$ cat src/rtl/core/touch_gesture_recognizer_unit_assert.svh
// assertion macros for the touch gesture recognizer
// used by the top level only, no other dependencies
`ifndef TOUCH_GESTURE_RECOGNIZER_UNIT_ASSERT_SVH
`define TOUCH_GESTURE_RECOGNIZER_UNIT_ASSERT_SVH
// same-cycle implication
`define TGR_ASSERT_IMP(lbl, clk, rst, ante, cons) \
   lbl: assert property (@(posedge clk) disable iff (rst) (ante) |-> (cons)) \
      else $error("touch gesture recognizer assertion failed");
// next-cycle implication
`define TGR_ASSERT_NXT(lbl, clk, rst, ante, cons) \
   lbl: assert property (@(posedge clk) disable iff (rst) (ante) |=> (cons)) \
      else $error("touch gesture recognizer assertion failed");
`endif

$ cat src/rtl/core/tgr_pkg.sv
// shared types, codes and constants of the touch gesture recognizer
// no dependencies
`timescale 1ns / 1ps
`default_nettype none

package tgr_pkg;

   localparam int DATA_IN_W  = 72;
   localparam int SQ_W       = 36;
   localparam int DIV_BITS   = 56;
   localparam int SQRT_STEPS = 28;

   localparam logic [3:0] GEST_NONE      = 4'd0;
   localparam logic [3:0] GEST_TAP       = 4'd1;
   localparam logic [3:0] GEST_DOUBLE    = 4'd2;
   localparam logic [3:0] GEST_LONG      = 4'd3;
   localparam logic [3:0] GEST_LEFT      = 4'd4;
   localparam logic [3:0] GEST_RIGHT     = 4'd5;
   localparam logic [3:0] GEST_UP        = 4'd6;
   localparam logic [3:0] GEST_DOWN      = 4'd7;
   localparam logic [3:0] GEST_PINCH_IN  = 4'd8;
   localparam logic [3:0] GEST_PINCH_OUT = 4'd9;
   localparam logic [3:0] GEST_ROTATE    = 4'd10;

   localparam logic [2:0] REG_DTAP_WINDOW = 3'd0;
   localparam logic [2:0] REG_LONG_PRESS  = 3'd1;
   localparam logic [2:0] REG_TAP_RADIUS  = 3'd2;
   localparam logic [2:0] REG_SWIPE_DIST  = 3'd3;
   localparam logic [2:0] REG_PINCH_MARG  = 3'd4;
   localparam logic [2:0] REG_ROT_MARG    = 3'd5;

   localparam logic [15:0] SCALE_ONE = 16'd1024;
   localparam logic [15:0] SCALE_MAX = 16'hFFFF;
   localparam logic signed [25:0] DEG90_Q16 = 26'sd5898240;

   typedef enum logic [3:0] {
      ST_IDLE, ST_SQ_A, ST_SQ_B, ST_RAD_A, ST_RAD_B, ST_DECIDE,
      ST_PN_A, ST_PN_B, ST_PS_A, ST_PS_B, ST_DIV, ST_SQRT,
      ST_CRD_INIT, ST_CRD, ST_FINISH, ST_EMIT
   } tgr_state_type;

   typedef struct packed {
      logic [15:0] double_tap_window_ms;
      logic [15:0] long_press_ms;
      logic [11:0] tap_radius_px;
      logic [11:0] swipe_distance_px;
      logic [15:0] pinch_margin_q10;
      logic [11:0] rotate_margin_q4;
   } tgr_cfg_type;

   typedef struct packed {
      logic               bad;
      logic [3:0]         touch_index;
      logic signed [15:0] pos_x;
      logic signed [15:0] pos_y;
      logic               is_down;
      logic [31:0]        time_ms;
   } tgr_item_type;

   typedef struct packed {
      logic         valid;
      tgr_item_type item;
   } tgr_queue_type;

   // arctangent of 2^-i in degrees, 16 fraction bits
   function automatic logic [21:0] atan_q16(input logic [4:0] step);
      logic [21:0] v;
      unique case (step)
         5'd0:  v = 22'd2949120;
         5'd1:  v = 22'd1740967;
         5'd2:  v = 22'd919879;
         5'd3:  v = 22'd466945;
         5'd4:  v = 22'd234379;
         5'd5:  v = 22'd117304;
         5'd6:  v = 22'd58666;
         5'd7:  v = 22'd29335;
         5'd8:  v = 22'd14668;
         5'd9:  v = 22'd7334;
         5'd10: v = 22'd3667;
         5'd11: v = 22'd1833;
         5'd12: v = 22'd917;
         5'd13: v = 22'd458;
         5'd14: v = 22'd229;
         5'd15: v = 22'd115;
         5'd16: v = 22'd57;
         5'd17: v = 22'd29;
         5'd18: v = 22'd14;
         5'd19: v = 22'd7;
         5'd20: v = 22'd4;
         5'd21: v = 22'd2;
         5'd22: v = 22'd1;
         default: v = 22'd0;
      endcase
      return v;
   endfunction

endpackage

`default_nettype wire

$ cat src/rtl/core/tgr_front.sv
// front end: accepts touch events, flags bad indexes, two-entry queue
// depends on tgr_pkg
`timescale 1ns / 1ps
`default_nettype none

module tgr_front #(
   parameter int MAX_TOUCHES = 10
) (
   input  wire logic                   clock,
   input  wire logic                   reset,
   input  wire logic                   req_tvalid,
   output logic                        req_tready,
   // touch_index, pos_x, pos_y, time_ms, zero pad
   input  wire logic [71:0]            req_tdata,
   // is_down
   input  wire logic                   req_tuser,
   output tgr_pkg::tgr_queue_type      head,
   input  wire logic                   pop
);

   tgr_pkg::tgr_item_type slot_ff [2];
   logic       wr_ff, wr_in;
   logic       rd_ff, rd_in;
   logic [1:0] cnt_ff, cnt_in;
   logic       push;
   tgr_pkg::tgr_item_type item_in;

   always_comb begin
      item_in.touch_index = req_tdata[3:0];
      item_in.pos_x       = req_tdata[19:4];
      item_in.pos_y       = req_tdata[35:20];
      item_in.time_ms     = req_tdata[67:36];
      item_in.is_down     = req_tuser;
      item_in.bad         = {1'b0, req_tdata[3:0]} >= 5'(MAX_TOUCHES);
   end

   assign req_tready = cnt_ff != 2'd2;
   assign push       = req_tvalid && req_tready;
   assign head.valid = cnt_ff != 2'd0;
   assign head.item  = slot_ff[rd_ff];

   always_comb begin
      wr_in  = push ? ~wr_ff : wr_ff;
      rd_in  = pop ? ~rd_ff : rd_ff;
      cnt_in = cnt_ff + {1'b0, push} - {1'b0, pop};
   end

   always_ff @(posedge clock) begin
      if (reset) begin
         wr_ff  <= 1'b0;
         rd_ff  <= 1'b0;
         cnt_ff <= 2'd0;
      end else begin
         wr_ff  <= wr_in;
         rd_ff  <= rd_in;
         cnt_ff <= cnt_in;
      end
   end

   always_ff @(posedge clock) begin
      if (push) begin
         slot_ff[wr_ff] <= item_in;
      end
   end

endmodule

`default_nettype wire

$ cat src/rtl/core/tgr_back.sv
// back end: sequencer that updates touch state, runs the shared squarer,
// divider, square root and cordic, and drives the result register; uses tgr_pkg
`timescale 1ns / 1ps
`default_nettype none

module tgr_back #(
   parameter int MAX_TOUCHES  = 10,
   parameter int CORDIC_STEPS = 16
) (
   input  wire logic                   clock,
   input  wire logic                   reset,
   input  tgr_pkg::tgr_cfg_type        cfg,
   input  tgr_pkg::tgr_queue_type      head,
   output logic                        pop,
   output logic                        rsp_tvalid,
   input  wire logic                   rsp_tready,
   // scale_q10, rotation_q4, zero pad
   output logic [31:0]                 rsp_tdata,
   // status, gesture
   output logic [4:0]                  rsp_tuser,
   output logic                        rsp_tlast
);

   localparam int IW = $clog2(MAX_TOUCHES);
   localparam logic [5:0] DIV_LAST  = 6'(tgr_pkg::DIV_BITS - 1);
   localparam logic [5:0] SQRT_LAST = 6'(tgr_pkg::SQRT_STEPS - 1);
   localparam logic [4:0] CRD_LAST  = 5'(CORDIC_STEPS - 1);

   tgr_pkg::tgr_state_type state_ff, state_in;

   // event
   logic [3:0]         idx_ff;
   logic signed [15:0] x_ff, y_ff;
   logic               down_ff;
   logic [31:0]        t_ff;
   logic               status_ff;

   // touch state
   logic signed [15:0] now_x_ff [MAX_TOUCHES];
   logic signed [15:0] now_y_ff [MAX_TOUCHES];
   logic signed [15:0] start_x_ff [MAX_TOUCHES];
   logic signed [15:0] start_y_ff [MAX_TOUCHES];
   logic [3:0]         touches_ff;
   logic               active_ff;
   logic [31:0]        gstart_ff;
   logic [31:0]        tprev_ms_ff;
   logic signed [15:0] tprev_x_ff, tprev_y_ff;
   logic [1:0]         trun_ff;
   logic [15:0]        scale_ff;
   logic signed [12:0] rot_ff;

   // arithmetic
   logic [35:0]        acc_ff, snow_ff, sstart_ff, rem_ff;
   logic [23:0]        r2a_ff, r2b_ff;
   logic [55:0]        quo_ff;
   logic [27:0]        root_ff;
   logic [29:0]        srem_ff;
   logic signed [35:0] cx_ff, cy_ff;
   logic signed [25:0] cz_ff, a_now_ff;
   logic               zv_ff, sel_ff;
   logic [5:0]         cnt_ff;

   // results
   logic [3:0] g_ff [3];
   logic [1:0] n_ff, k_ff;
   logic       rsp_valid_ff;

   logic [IW-1:0]      slot;
   logic signed [16:0] ev_dx, ev_dy, pn_dx, pn_dy, ps_dx, ps_dy;
   logic signed [16:0] mul_op;
   logic signed [33:0] prod;
   logic [35:0]        prod_u, acc_sum;

   logic [31:0] dt_press, held;
   logic        dbl_hit, rel_hit, pinch_go;
   logic [1:0]  trun_inc;
   logic [3:0]  touches_nx, rel_code;
   logic [16:0] ax, ay;

   logic [36:0] rem_sh;
   logic        div_ge;
   logic [31:0] srem_sh, trial;
   logic        sqrt_ge;

   logic signed [16:0] v_x, v_y;
   logic signed [35:0] vx_ext, vy_ext, cx_sh, cy_sh;
   logic signed [25:0] atan_v, cz_step;

   logic [15:0]        scale_fin, dev;
   logic signed [25:0] a_start;
   logic signed [27:0] rot_sum, rot_sh, rot_w;
   logic signed [12:0] rot_fin;
   logic [12:0]        rot_abs;
   logic               pinch_hit, rot_hit;

   logic [1:0] n_eff;
   logic       emit_load, emit_last;

   assign slot = idx_ff[IW-1:0];

   // differences and the shared squarer
   always_comb begin
      ev_dx = {x_ff[15], x_ff} - (down_ff ? {tprev_x_ff[15], tprev_x_ff}
                                          : {start_x_ff[slot][15], start_x_ff[slot]});
      ev_dy = {y_ff[15], y_ff} - (down_ff ? {tprev_y_ff[15], tprev_y_ff}
                                          : {start_y_ff[slot][15], start_y_ff[slot]});
      pn_dx = {now_x_ff[1][15], now_x_ff[1]} - {now_x_ff[0][15], now_x_ff[0]};
      pn_dy = {now_y_ff[1][15], now_y_ff[1]} - {now_y_ff[0][15], now_y_ff[0]};
      ps_dx = {start_x_ff[1][15], start_x_ff[1]} - {start_x_ff[0][15], start_x_ff[0]};
      ps_dy = {start_y_ff[1][15], start_y_ff[1]} - {start_y_ff[0][15], start_y_ff[0]};
   end

   assign prod    = mul_op * mul_op;
   assign prod_u  = {2'b00, prod};
   assign acc_sum = acc_ff + prod_u;

   // press and release decisions
   always_comb begin
      dt_press = t_ff - tprev_ms_ff;
      held     = t_ff - gstart_ff;
      dbl_hit  = (dt_press < {16'd0, cfg.double_tap_window_ms}) &&
                 (acc_ff < {12'd0, r2a_ff});
      trun_inc = trun_ff + 2'd1;
      if (down_ff) begin
         touches_nx = (touches_ff == 4'd15) ? touches_ff : touches_ff + 4'd1;
      end else begin
         touches_nx = (touches_ff == 4'd0) ? touches_ff : touches_ff - 4'd1;
      end
      ax = ev_dx[16] ? 17'(-ev_dx) : 17'(ev_dx);
      ay = ev_dy[16] ? 17'(-ev_dy) : 17'(ev_dy);
      rel_hit  = 1'b0;
      rel_code = tgr_pkg::GEST_NONE;
      priority if (acc_ff < {12'd0, r2a_ff}) begin
         if (held >= {16'd0, cfg.long_press_ms}) begin
            rel_hit  = 1'b1;
            rel_code = tgr_pkg::GEST_LONG;
         end else if (trun_ff == 2'd1) begin
            rel_hit  = 1'b1;
            rel_code = tgr_pkg::GEST_TAP;
         end
      end else if (acc_ff >= {12'd0, r2b_ff}) begin
         rel_hit = 1'b1;
         if (ax > ay) begin
            rel_code = (ev_dx > 17'sd0) ? tgr_pkg::GEST_RIGHT : tgr_pkg::GEST_LEFT;
         end else begin
            rel_code = (ev_dy > 17'sd0) ? tgr_pkg::GEST_DOWN : tgr_pkg::GEST_UP;
         end
      end else begin
         rel_hit = 1'b0;
      end
      pinch_go = (touches_nx >= 4'd2) && (idx_ff < 4'd2);
   end

   // divider and square root steps
   always_comb begin
      rem_sh  = {rem_ff, quo_ff[55]};
      div_ge  = rem_sh >= {1'b0, sstart_ff};
      srem_sh = {srem_ff, quo_ff[55:54]};
      trial   = {2'b00, root_ff, 2'b01};
      sqrt_ge = srem_sh >= trial;
   end

   // cordic step
   always_comb begin
      v_x     = sel_ff ? ps_dx : pn_dx;
      v_y     = sel_ff ? ps_dy : pn_dy;
      vx_ext  = {{3{v_x[16]}}, v_x, 16'd0};
      vy_ext  = {{3{v_y[16]}}, v_y, 16'd0};
      cx_sh   = cx_ff >>> cnt_ff[4:0];
      cy_sh   = cy_ff >>> cnt_ff[4:0];
      atan_v  = {4'd0, tgr_pkg::atan_q16(cnt_ff[4:0])};
      cz_step = cy_ff[35] ? cz_ff - atan_v : cz_ff + atan_v;
   end

   // scale, rotation and pinch decisions
   always_comb begin
      if (sstart_ff == 36'd0) begin
         scale_fin = (snow_ff == 36'd0) ? tgr_pkg::SCALE_ONE : tgr_pkg::SCALE_MAX;
      end else begin
         scale_fin = (|root_ff[27:16]) ? tgr_pkg::SCALE_MAX : root_ff[15:0];
      end
      dev = (scale_fin > tgr_pkg::SCALE_ONE) ? scale_fin - tgr_pkg::SCALE_ONE
                                             : tgr_pkg::SCALE_ONE - scale_fin;
      a_start = zv_ff ? 26'sd0 : cz_ff;
      rot_sum = {{2{a_now_ff[25]}}, a_now_ff} - {{2{a_start[25]}}, a_start} + 28'sd2048;
      rot_sh  = rot_sum >>> 12;
      if (rot_sh > 28'sd2880) begin
         rot_w = rot_sh - 28'sd5760;
      end else if (rot_sh < -28'sd2880) begin
         rot_w = rot_sh + 28'sd5760;
      end else begin
         rot_w = rot_sh;
      end
      rot_fin   = rot_w[12:0];
      rot_abs   = rot_fin[12] ? 13'(-rot_fin) : 13'(rot_fin);
      pinch_hit = dev > cfg.pinch_margin_q10;
      rot_hit   = rot_abs > {1'b0, cfg.rotate_margin_q4};
   end

   // next state
   always_comb begin
      state_in = state_ff;
      unique case (state_ff)
         tgr_pkg::ST_IDLE: begin
            if (head.valid) begin
               state_in = head.item.bad ? tgr_pkg::ST_EMIT : tgr_pkg::ST_SQ_A;
            end
         end
         tgr_pkg::ST_SQ_A:     state_in = tgr_pkg::ST_SQ_B;
         tgr_pkg::ST_SQ_B:     state_in = tgr_pkg::ST_RAD_A;
         tgr_pkg::ST_RAD_A:    state_in = tgr_pkg::ST_RAD_B;
         tgr_pkg::ST_RAD_B:    state_in = tgr_pkg::ST_DECIDE;
         tgr_pkg::ST_DECIDE:   state_in = pinch_go ? tgr_pkg::ST_PN_A : tgr_pkg::ST_EMIT;
         tgr_pkg::ST_PN_A:     state_in = tgr_pkg::ST_PN_B;
         tgr_pkg::ST_PN_B:     state_in = tgr_pkg::ST_PS_A;
         tgr_pkg::ST_PS_A:     state_in = tgr_pkg::ST_PS_B;
         tgr_pkg::ST_PS_B:     state_in = tgr_pkg::ST_DIV;
         tgr_pkg::ST_DIV: begin
            if (cnt_ff == DIV_LAST) state_in = tgr_pkg::ST_SQRT;
         end
         tgr_pkg::ST_SQRT: begin
            if (cnt_ff == SQRT_LAST) state_in = tgr_pkg::ST_CRD_INIT;
         end
         tgr_pkg::ST_CRD_INIT: state_in = tgr_pkg::ST_CRD;
         tgr_pkg::ST_CRD: begin
            if (cnt_ff[4:0] == CRD_LAST) begin
               state_in = sel_ff ? tgr_pkg::ST_FINISH : tgr_pkg::ST_CRD_INIT;
            end
         end
         tgr_pkg::ST_FINISH:   state_in = tgr_pkg::ST_EMIT;
         tgr_pkg::ST_EMIT: begin
            if (emit_load && emit_last) state_in = tgr_pkg::ST_IDLE;
         end
         default:              state_in = tgr_pkg::ST_IDLE;
      endcase
   end

   // outputs of the sequencer
   always_comb begin
      pop       = (state_ff == tgr_pkg::ST_IDLE) && head.valid;
      n_eff     = (n_ff == 2'd0) ? 2'd1 : n_ff;
      emit_load = (state_ff == tgr_pkg::ST_EMIT) && (!rsp_valid_ff || rsp_tready);
      emit_last = k_ff == (n_eff - 2'd1);
      unique case (state_ff)
         tgr_pkg::ST_SQ_A:  mul_op = ev_dx;
         tgr_pkg::ST_SQ_B:  mul_op = ev_dy;
         tgr_pkg::ST_RAD_A: mul_op = {5'd0, cfg.tap_radius_px};
         tgr_pkg::ST_RAD_B: mul_op = {5'd0, cfg.swipe_distance_px};
         tgr_pkg::ST_PN_A:  mul_op = pn_dx;
         tgr_pkg::ST_PN_B:  mul_op = pn_dy;
         tgr_pkg::ST_PS_A:  mul_op = ps_dx;
         tgr_pkg::ST_PS_B:  mul_op = ps_dy;
         default:           mul_op = 17'sd0;
      endcase
   end

   // control and reset state
   always_ff @(posedge clock) begin
      if (reset) begin
         state_ff     <= tgr_pkg::ST_IDLE;
         touches_ff   <= 4'd0;
         active_ff    <= 1'b0;
         gstart_ff    <= 32'd0;
         tprev_ms_ff  <= 32'd0;
         tprev_x_ff   <= 16'sd0;
         tprev_y_ff   <= 16'sd0;
         trun_ff      <= 2'd0;
         scale_ff     <= tgr_pkg::SCALE_ONE;
         rot_ff       <= 13'sd0;
         n_ff         <= 2'd0;
         k_ff         <= 2'd0;
         rsp_valid_ff <= 1'b0;
         for (int i = 0; i < MAX_TOUCHES; i++) begin
            now_x_ff[i] <= 16'sd0;
            now_y_ff[i] <= 16'sd0;
         end
      end else begin
         state_ff <= state_in;
         if (emit_load) begin
            rsp_valid_ff <= 1'b1;
         end else if (rsp_tready) begin
            rsp_valid_ff <= 1'b0;
         end
         unique case (state_ff)
            tgr_pkg::ST_IDLE: begin
               n_ff <= 2'd0;
               k_ff <= 2'd0;
            end
            tgr_pkg::ST_DECIDE: begin
               now_x_ff[slot] <= x_ff;
               now_y_ff[slot] <= y_ff;
               touches_ff     <= touches_nx;
               if (down_ff) begin
                  if (!active_ff) begin
                     active_ff <= 1'b1;
                     gstart_ff <= t_ff;
                     scale_ff  <= tgr_pkg::SCALE_ONE;
                     rot_ff    <= 13'sd0;
                  end
                  if (dbl_hit) begin
                     if (trun_inc == 2'd2) begin
                        trun_ff <= 2'd0;
                        n_ff    <= n_ff + 2'd1;
                     end else begin
                        trun_ff <= trun_inc;
                     end
                  end else begin
                     trun_ff <= 2'd1;
                  end
                  tprev_ms_ff <= t_ff;
                  tprev_x_ff  <= x_ff;
                  tprev_y_ff  <= y_ff;
               end else begin
                  if (rel_hit) n_ff <= n_ff + 2'd1;
                  // all touches lifted: drop the gesture, keep tap history
                  if (touches_nx == 4'd0) begin
                     active_ff <= 1'b0;
                     gstart_ff <= 32'd0;
                     scale_ff  <= tgr_pkg::SCALE_ONE;
                     rot_ff    <= 13'sd0;
                     for (int i = 0; i < MAX_TOUCHES; i++) begin
                        now_x_ff[i] <= 16'sd0;
                        now_y_ff[i] <= 16'sd0;
                     end
                  end
               end
            end
            tgr_pkg::ST_FINISH: begin
               scale_ff <= scale_fin;
               rot_ff   <= rot_fin;
               n_ff     <= n_ff + {1'b0, pinch_hit} + {1'b0, rot_hit};
            end
            tgr_pkg::ST_EMIT: begin
               if (emit_load) k_ff <= k_ff + 2'd1;
            end
            default: begin
            end
         endcase
      end
   end

   // datapath
   always_ff @(posedge clock) begin
      if (pop) begin
         idx_ff    <= head.item.touch_index;
         x_ff      <= head.item.pos_x;
         y_ff      <= head.item.pos_y;
         down_ff   <= head.item.is_down;
         t_ff      <= head.item.time_ms;
         status_ff <= head.item.bad;
      end
      unique case (state_ff)
         tgr_pkg::ST_SQ_A:  acc_ff <= prod_u;
         tgr_pkg::ST_SQ_B:  acc_ff <= acc_sum;
         tgr_pkg::ST_RAD_A: r2a_ff <= prod_u[23:0];
         tgr_pkg::ST_RAD_B: r2b_ff <= prod_u[23:0];
         tgr_pkg::ST_DECIDE: begin
            if (down_ff) begin
               start_x_ff[slot] <= x_ff;
               start_y_ff[slot] <= y_ff;
               if (dbl_hit && (trun_inc == 2'd2)) g_ff[n_ff] <= tgr_pkg::GEST_DOUBLE;
            end else if (rel_hit) begin
               g_ff[n_ff] <= rel_code;
            end
         end
         tgr_pkg::ST_PN_A: acc_ff  <= prod_u;
         tgr_pkg::ST_PN_B: snow_ff <= acc_sum;
         tgr_pkg::ST_PS_A: acc_ff  <= prod_u;
         tgr_pkg::ST_PS_B: begin
            sstart_ff <= acc_sum;
            quo_ff    <= {snow_ff, 20'd0};
            rem_ff    <= 36'd0;
            cnt_ff    <= 6'd0;
         end
         tgr_pkg::ST_DIV: begin
            rem_ff <= div_ge ? 36'(rem_sh - {1'b0, sstart_ff}) : rem_sh[35:0];
            quo_ff <= {quo_ff[54:0], div_ge};
            if (cnt_ff == DIV_LAST) begin
               cnt_ff  <= 6'd0;
               root_ff <= 28'd0;
               srem_ff <= 30'd0;
            end else begin
               cnt_ff <= cnt_ff + 6'd1;
            end
         end
         tgr_pkg::ST_SQRT: begin
            srem_ff <= sqrt_ge ? 30'(srem_sh - trial) : srem_sh[29:0];
            root_ff <= {root_ff[26:0], sqrt_ge};
            quo_ff  <= {quo_ff[53:0], 2'b00};
            if (cnt_ff == SQRT_LAST) begin
               sel_ff <= 1'b0;
            end
            cnt_ff <= cnt_ff + 6'd1;
         end
         tgr_pkg::ST_CRD_INIT: begin
            cnt_ff <= 6'd0;
            zv_ff  <= (v_x == 17'sd0) && (v_y == 17'sd0);
            // left half plane is turned by a quarter first
            if (vx_ext[35]) begin
               if (!vy_ext[35]) begin
                  cx_ff <= vy_ext;
                  cy_ff <= -vx_ext;
                  cz_ff <= tgr_pkg::DEG90_Q16;
               end else begin
                  cx_ff <= -vy_ext;
                  cy_ff <= vx_ext;
                  cz_ff <= -tgr_pkg::DEG90_Q16;
               end
            end else begin
               cx_ff <= vx_ext;
               cy_ff <= vy_ext;
               cz_ff <= 26'sd0;
            end
         end
         tgr_pkg::ST_CRD: begin
            if (cy_ff[35]) begin
               cx_ff <= cx_ff - cy_sh;
               cy_ff <= cy_ff + cx_sh;
            end else begin
               cx_ff <= cx_ff + cy_sh;
               cy_ff <= cy_ff - cx_sh;
            end
            cz_ff  <= cz_step;
            cnt_ff <= cnt_ff + 6'd1;
            if ((cnt_ff[4:0] == CRD_LAST) && !sel_ff) begin
               a_now_ff <= zv_ff ? 26'sd0 : cz_step;
               sel_ff   <= 1'b1;
            end
         end
         tgr_pkg::ST_FINISH: begin
            if (pinch_hit) begin
               g_ff[n_ff] <= (scale_fin > tgr_pkg::SCALE_ONE) ? tgr_pkg::GEST_PINCH_OUT
                                                            : tgr_pkg::GEST_PINCH_IN;
            end
            if (rot_hit) g_ff[n_ff + {1'b0, pinch_hit}] <= tgr_pkg::GEST_ROTATE;
         end
         default: begin
         end
      endcase
      if (emit_load) begin
         rsp_tdata <= {3'd0, rot_ff, scale_ff};
         rsp_tuser <= {(n_ff == 2'd0) ? tgr_pkg::GEST_NONE : g_ff[k_ff], status_ff};
         rsp_tlast <= emit_last;
      end
   end

   assign rsp_tvalid = rsp_valid_ff;

endmodule

`default_nettype wire

$ cat src/rtl/core/touch_gesture_recognizer_unit.sv
// touch gesture recognizer: touch events in on req_, gesture results out on
// rsp_, an apb-style register port on csr_.
// each accepted req_ transaction is one press or release event. it produces one
// to three rsp_ transactions, the final one with rsp_tlast set. an event whose
// index is at or above MAX_TOUCHES gives one result with status set.
// events are queued two deep in the front end and handled one at a time by the
// back-end sequencer. a plain press or release squares its displacement and the
// tap and swipe radii, then decides; while two or more touches are down an
// event on touch 0 or 1 also squares both pair distances and runs the 56-step
// divider, the 28-step square root and the cordic twice.
// the result register lets the next event start while a result waits.
// if rsp_tready is low the sequencer holds its last result and the queue
// fills, then req_tready drops. reset is synchronous: it empties the queue,
// clears touch state other than the start positions and loads register
// defaults; no clearing pass is needed. the user must write registers only
// while no event is in flight; the block itself does not enforce this.
`timescale 1ns / 1ps
`default_nettype none

`include "touch_gesture_recognizer_unit_assert.svh"

module touch_gesture_recognizer_unit #(
   parameter int MAX_TOUCHES  = 10,
   parameter int CORDIC_STEPS = 16
) (
   input  wire logic        clock,
   input  wire logic        reset,
   input  wire logic        req_tvalid,
   output logic             req_tready,
   // touch_index [3:0], pos_x [19:4], pos_y [35:20], time_ms [67:36]
   input  wire logic [71:0] req_tdata,
   // is_down
   input  wire logic        req_tuser,
   output logic             rsp_tvalid,
   input  wire logic        rsp_tready,
   // scale_q10 [15:0], rotation_q4 [28:16]
   output logic [31:0]      rsp_tdata,
   // status [0], gesture [4:1]
   output logic [4:0]       rsp_tuser,
   output logic             rsp_tlast,
   input  wire logic        csr_psel,
   input  wire logic        csr_penable,
   input  wire logic        csr_pwrite,
   input  wire logic [4:0]  csr_paddr,
   input  wire logic [31:0] csr_pwdata,
   output logic [31:0]      csr_prdata,
   output logic             csr_pready
);

   tgr_pkg::tgr_cfg_type   cfg_ff;
   tgr_pkg::tgr_queue_type head;
   logic                   pop;
   logic                   csr_wr;

   assign csr_pready = 1'b1;
   assign csr_wr     = csr_psel && csr_penable && csr_pwrite && csr_pready;

   always_ff @(posedge clock) begin
      if (reset) begin
         cfg_ff.double_tap_window_ms <= 16'd300;
         cfg_ff.long_press_ms        <= 16'd500;
         cfg_ff.tap_radius_px        <= 12'd10;
         cfg_ff.swipe_distance_px    <= 12'd50;
         cfg_ff.pinch_margin_q10     <= 16'd102;
         cfg_ff.rotate_margin_q4     <= 12'd80;
      end else if (csr_wr) begin
         case (csr_paddr[4:2])
            tgr_pkg::REG_DTAP_WINDOW: cfg_ff.double_tap_window_ms <= csr_pwdata[15:0];
            tgr_pkg::REG_LONG_PRESS:  cfg_ff.long_press_ms        <= csr_pwdata[15:0];
            tgr_pkg::REG_TAP_RADIUS:  cfg_ff.tap_radius_px        <= csr_pwdata[11:0];
            tgr_pkg::REG_SWIPE_DIST:  cfg_ff.swipe_distance_px    <= csr_pwdata[11:0];
            tgr_pkg::REG_PINCH_MARG:  cfg_ff.pinch_margin_q10     <= csr_pwdata[15:0];
            tgr_pkg::REG_ROT_MARG:    cfg_ff.rotate_margin_q4     <= csr_pwdata[11:0];
            default: begin
            end
         endcase
      end
   end

   always_comb begin
      case (csr_paddr[4:2])
         tgr_pkg::REG_DTAP_WINDOW: csr_prdata = {16'd0, cfg_ff.double_tap_window_ms};
         tgr_pkg::REG_LONG_PRESS:  csr_prdata = {16'd0, cfg_ff.long_press_ms};
         tgr_pkg::REG_TAP_RADIUS:  csr_prdata = {20'd0, cfg_ff.tap_radius_px};
         tgr_pkg::REG_SWIPE_DIST:  csr_prdata = {20'd0, cfg_ff.swipe_distance_px};
         tgr_pkg::REG_PINCH_MARG:  csr_prdata = {16'd0, cfg_ff.pinch_margin_q10};
         tgr_pkg::REG_ROT_MARG:    csr_prdata = {20'd0, cfg_ff.rotate_margin_q4};
         default:                  csr_prdata = 32'd0;
      endcase
   end

   tgr_front #(
      .MAX_TOUCHES (MAX_TOUCHES)
   ) u_front (
      .clock      (clock),
      .reset      (reset),
      .req_tvalid (req_tvalid),
      .req_tready (req_tready),
      .req_tdata  (req_tdata),
      .req_tuser  (req_tuser),
      .head       (head),
      .pop        (pop)
   );

   tgr_back #(
      .MAX_TOUCHES  (MAX_TOUCHES),
      .CORDIC_STEPS (CORDIC_STEPS)
   ) u_back (
      .clock      (clock),
      .reset      (reset),
      .cfg        (cfg_ff),
      .head       (head),
      .pop        (pop),
      .rsp_tvalid (rsp_tvalid),
      .rsp_tready (rsp_tready),
      .rsp_tdata  (rsp_tdata),
      .rsp_tuser  (rsp_tuser),
      .rsp_tlast  (rsp_tlast)
   );

   // an error result stands alone and carries no gesture
   `TGR_ASSERT_IMP(a_err_single, clock, reset, rsp_tvalid && rsp_tuser[0], rsp_tlast)
   `TGR_ASSERT_IMP(a_err_none, clock, reset, rsp_tvalid && rsp_tuser[0], rsp_tuser[4:1] == tgr_pkg::GEST_NONE)
   // rotation stays wrapped
   `TGR_ASSERT_IMP(a_rot_range, clock, reset, rsp_tvalid, ($signed(rsp_tdata[28:16]) <= 13'sd2880) && ($signed(rsp_tdata[28:16]) >= -13'sd2880))
   // the queue only hands out items it holds
   `TGR_ASSERT_IMP(a_pop_valid, clock, reset, pop, head.valid)

endmodule

`default_nettype wire

$ cat config.mk
export PLATFORM = sky130hd
export DESIGN_NAME = touch_gesture_recognizer_unit
export DESIGN_NICKNAME = d
export VERILOG_FILES = /design/src/rtl/core/tgr_pkg.sv /design/src/rtl/core/tgr_front.sv /design/src/rtl/core/tgr_back.sv /design/src/rtl/core/touch_gesture_recognizer_unit.sv
export VERILOG_INCLUDE_DIRS = /design/src /design/src/rtl/core
export SDC_FILE = /design/constraint.sdc
export NUM_CORES = 2
export LEC_CHECK = 0
export ABC_AREA = 1
export ABC_CLOCK_PERIOD_IN_PS = 12900
export BUFFER_PORTS_ARGS = -buffer_cell sky130_fd_sc_hd__buf_2
export CAP_MARGIN = 20
export CORE_ASPECT_RATIO = 0.9
export CORE_MARGIN = 4
export CORE_UTILIZATION = 55
export DETAILED_ROUTE_END_ITERATION = 16
export PLACE_DENSITY = 0.69
export SYNTH_ARGS = -nofsm -noshare
export SYNTH_HDL_FRONTEND = slang
export SYNTH_SLANG_ARGS = --single-unit
$ cat constraint.sdc
create_clock -name clock -period 12.9 [get_ports clock]
set_clock_uncertainty 0.1 [all_clocks]
set_input_delay 0.645 -clock clock [delete_from_list [all_inputs] [get_ports clock]]
set_output_delay 0.645 -clock clock [all_outputs]
set_load 0.05 [all_outputs]
==> impl_metrics.json <==
{
  "final_cell_mix": "nand2_1 (1,898), inv_1 (1,478), edfxtp_1 (1,065)",
  "synthAdderAreaFrac_pct": 14.57,
  "yosys.area_share.simple_pct": 15.78,
  "finalMaxSlewViolations": 0,
  "num-fill-cells": 14170,
  "fin_nets": 11840,
  "cts_sinks": 1333,
  "drive_above_1_share_pct": 7.247,
  "syn_inst": 10660,
  "grt-ovfl-total": 0,
  "yosysTopAreaCellShare_pct": 34.84,
  "rsz0062_at_grt": "no",
  "cp.arrival_ns": 12.44,
  "critical_path.most_common_cell": "inv_1",
  "clk_latency_ns": 0.80,
  "initial_core_util_pct": 55.65,
  "die_h_um": 395.6,
  "cp_top_family": "adder cells",
  "htreeDepth": 4,
  "crit_path_end_kind": "flip-flop",
  "min_path_type": "primary input to flip-flop",
  "finalSetupTns_ns": 0,
  "die_area_um2": 173500,
  "detail-route-antenna-nets": 0,
  "async_flop_share_pct": 0,
  "drtPass1Iterations": 8,
  "ys_seq_elements": 1333,
  "final_common_cell": "nand2_1",
  "coreArea_um2": 165000,
  "setup_viol": 0,
  "timing.critical_path.buf_inv": 13,
  "numCtsBuffers": 142,
  "vias_per_cell": 5.714,
  "cp.required_ns": 13.33,
  "post-route-min-period_ns": 12.01,
  "outcome": "finished, final reports clean",
  "first_iter_violations": 7137,
  "fin_crit_sh_pct": 93.08,
  "path_clk_slew_ns": 0.07,
  "synth_warnings": 0,
  "max_slew_margin_pct": 24.27,
  "worst_setup_path_start_kind": "flip-flop",
  "synth_top_area_cell": "edfxtp_1",
  "synth-edff-count": 1065,
  "wl_per_cell_um": 19.36,
  "clockRootBuffer": "clkbuf_16",
  "ys_types": 81,
  "avgSynthCellArea_um2": 8.609,
  "synthMuxAreaShare_pct": 1.666,
  "critPathMaxStageDelay_ns": 0.54,
  "fp-row-count": 141,
  "die-width_um": 438.6,
  "cts_tree": "yes",
  "synth_xor_area_share_pct": 4.475,
  "grt_pass1_wl_um": 400400,
  "cp_slowest_cell": "fa_1",
  "hpwl_um": 192300,
  "use_met3_pct": 4.295,
  "busiest_layer": "met2",
  "timing.fmax_mhz": 83.28,
  "tightest_slew_ns": 1.124,
  "synthToLayoutAreaGrowth_pct": 9.786,
  "antenna_found_initial": 10,
  "cts_buffer_depth": 3,
  "grt_use_total_pct": 28.90,
  "drc_errors": 0,
  "io_pins": 190,
  "grt_pass1_vias": 72370,
  "synth_compound_area_share_pct": 14.88,
  "hold_viol_final": 0,
  "synth_top_family_by_area": "simple AND/OR/NAND/NOR gates",
  "crit_fanout": 24,
  "drt_wl_total_um": 254900,
  "vias": 75240,
  "synth_flop_cell": "edfxtp_1",
  "met2_usage_pct": 45.66,
  "yosys-top-cells-area": "edfxtp_1 (35%), ha_1 (8.4%), nand2_1 (7.8%), fa_1 (6.2%), inv_1 (6.1%)",
  "use_met1_pct": 40.99,
  "cap_viol_max_count": 0,
  "grt_max_degree": 117,
  "place.gp.congestion": 0.9658,
  "io_buffers": 147,
  "ys_seq_area_share_pct": 40.68,
  "crit_type": "flip-flop to flip-flop",
  "synth_area_um2": 91790
}
[registers in the layout, summed over array words and instances, names as in the netlist, 30 cells and up, named ones only]
register            count
u_back.start_x_ff     160
u_back.start_y_ff     160
u_front.slot_ff       140
cfg_ff                 84
u_back.quo_ff          56
u_back.acc_ff          36
u_back.cx_ff           36
u_back.cy_ff           36
u_back.rem_ff          36
u_back.snow_ff         36
u_back.sstart_ff       36
u_back.gstart_ff       32
u_back.now_x_ff        32
u_back.now_y_ff        32
u_back.t_ff            32
u_back.tprev_ms_ff     32
u_back.srem_ff         30
[stage by stage]
step                setup WS [ns]  hold WS, ns  utilization [%]  cell area [µm²]  instances
finish                     0.8926      0.09122            61.09           100800      13170
global route             0.009480      0.07596            61.09           100800      13160
CTS                        0.5519      0.04202            60.98           100600      13150
detailed placement         0.5754       0.3151            57.72            95210      12820
global placement           0.6775       0.3066            57.70            95180      12820
floorplan                   1.637       0.3003                -            91860      10680
[synthesized netlist by cell type (8+ instances only)]
cell type / number
a211oi_1: 17
a21boi_0: 14
a21boi_1: 9
a21o_1: 34
a21oi_1: 930
a221oi_1: 20
a22oi_1: 16
a31oi_1: 46
buf_1: 33
buf_2: 37
buf_4: 23
clkbuf_1: 265
clkinv_1: 16
dfxtp_1: 268
edfxtp_1: 1065
fa_1: 282
ha_1: 618
inv_1: 1484
inv_2: 22
mux2_2: 70
mux2i_1: 74
nand2_1: 1899
nand2_2: 33
nand3_1: 313
nand3_2: 8
nand3b_1: 14
nand4_1: 78
nor2_1: 888
nor2_2: 16
nor3_1: 111
nor4_1: 45
o2111ai_1: 10
o211ai_1: 124
o21a_1: 45
o21ai_0: 849
o21ai_1: 99
o21ai_2: 9
o21bai_1: 29
o221ai_1: 56
o22ai_1: 74
o31ai_1: 15
or2_2: 36
xnor2_1: 159
xor2_1: 310
[kinds of logic after synthesis]
| group | after synthesis |
|---|---|
| adder cells (fa/ha/maj) | 900 |
| XOR/XNOR | 469 |
| flip-flops | 1333 |
| buffers and inverters | 1889 |
| AO/OA/AOI/OAI | 2438 |
| multiplexers | 144 |
| AND/OR/NAND/NOR | 3487 |
| other | 2 |
[cell type report]
class                      count  area [µm²]  area share, %
multi-input combinational   7458       47460          47.10
sequential                  1333       37360          37.07
inverter                    1524        5738          5.694
clock buffer                 171        3735          3.706
tap                         2216        2773          2.751
timing repair buffer         366        2744          2.723
clock inverter                90       943.4         0.9361
antenna                        9       22.52        0.02235
[tightest hold or removal path, cell delays in order]
cell and delay [ns]:
buf_2 0.11, o21ai_0 0.08, a21oi_1 0.10
[worst paths after layout]
kind,start,to,slack [ns],cells past startpoint
setup / recovery,flip-flop,u_back.acc_ff[35],0.89,58
setup reg to reg,flip-flop,u_back.acc_ff[35],0.89,58
hold reg to reg,u_back.status_ff,u_back.rsp_tuser[0],0.33,0
hold / removal,csr_pwdata[13],cfg_ff[81],0.09,3
[per-layer routing]
| metal | up-vias | part of all wire (%) |
|---|---|---|
| met5 | - | 0.012 |
| li1 | 36340 | - |
| met1 | 35800 | 45 |
| met3 | 433 | 7.3 |
| met2 | 2660 | 45 |
| met4 | 4 | 3.3 |
[what timing repair did]
item	4_1_cts	5_1_grt
buffers inserted	0	3
endpoints found under the hold margin	138	0
resized for setup	0	10
endpoints found under the setup margin	0	12
hold buffers	69	0
Power is not shown: default switching activity piles up to over one toggle a cycle in this logic, so the estimate is an artifact.
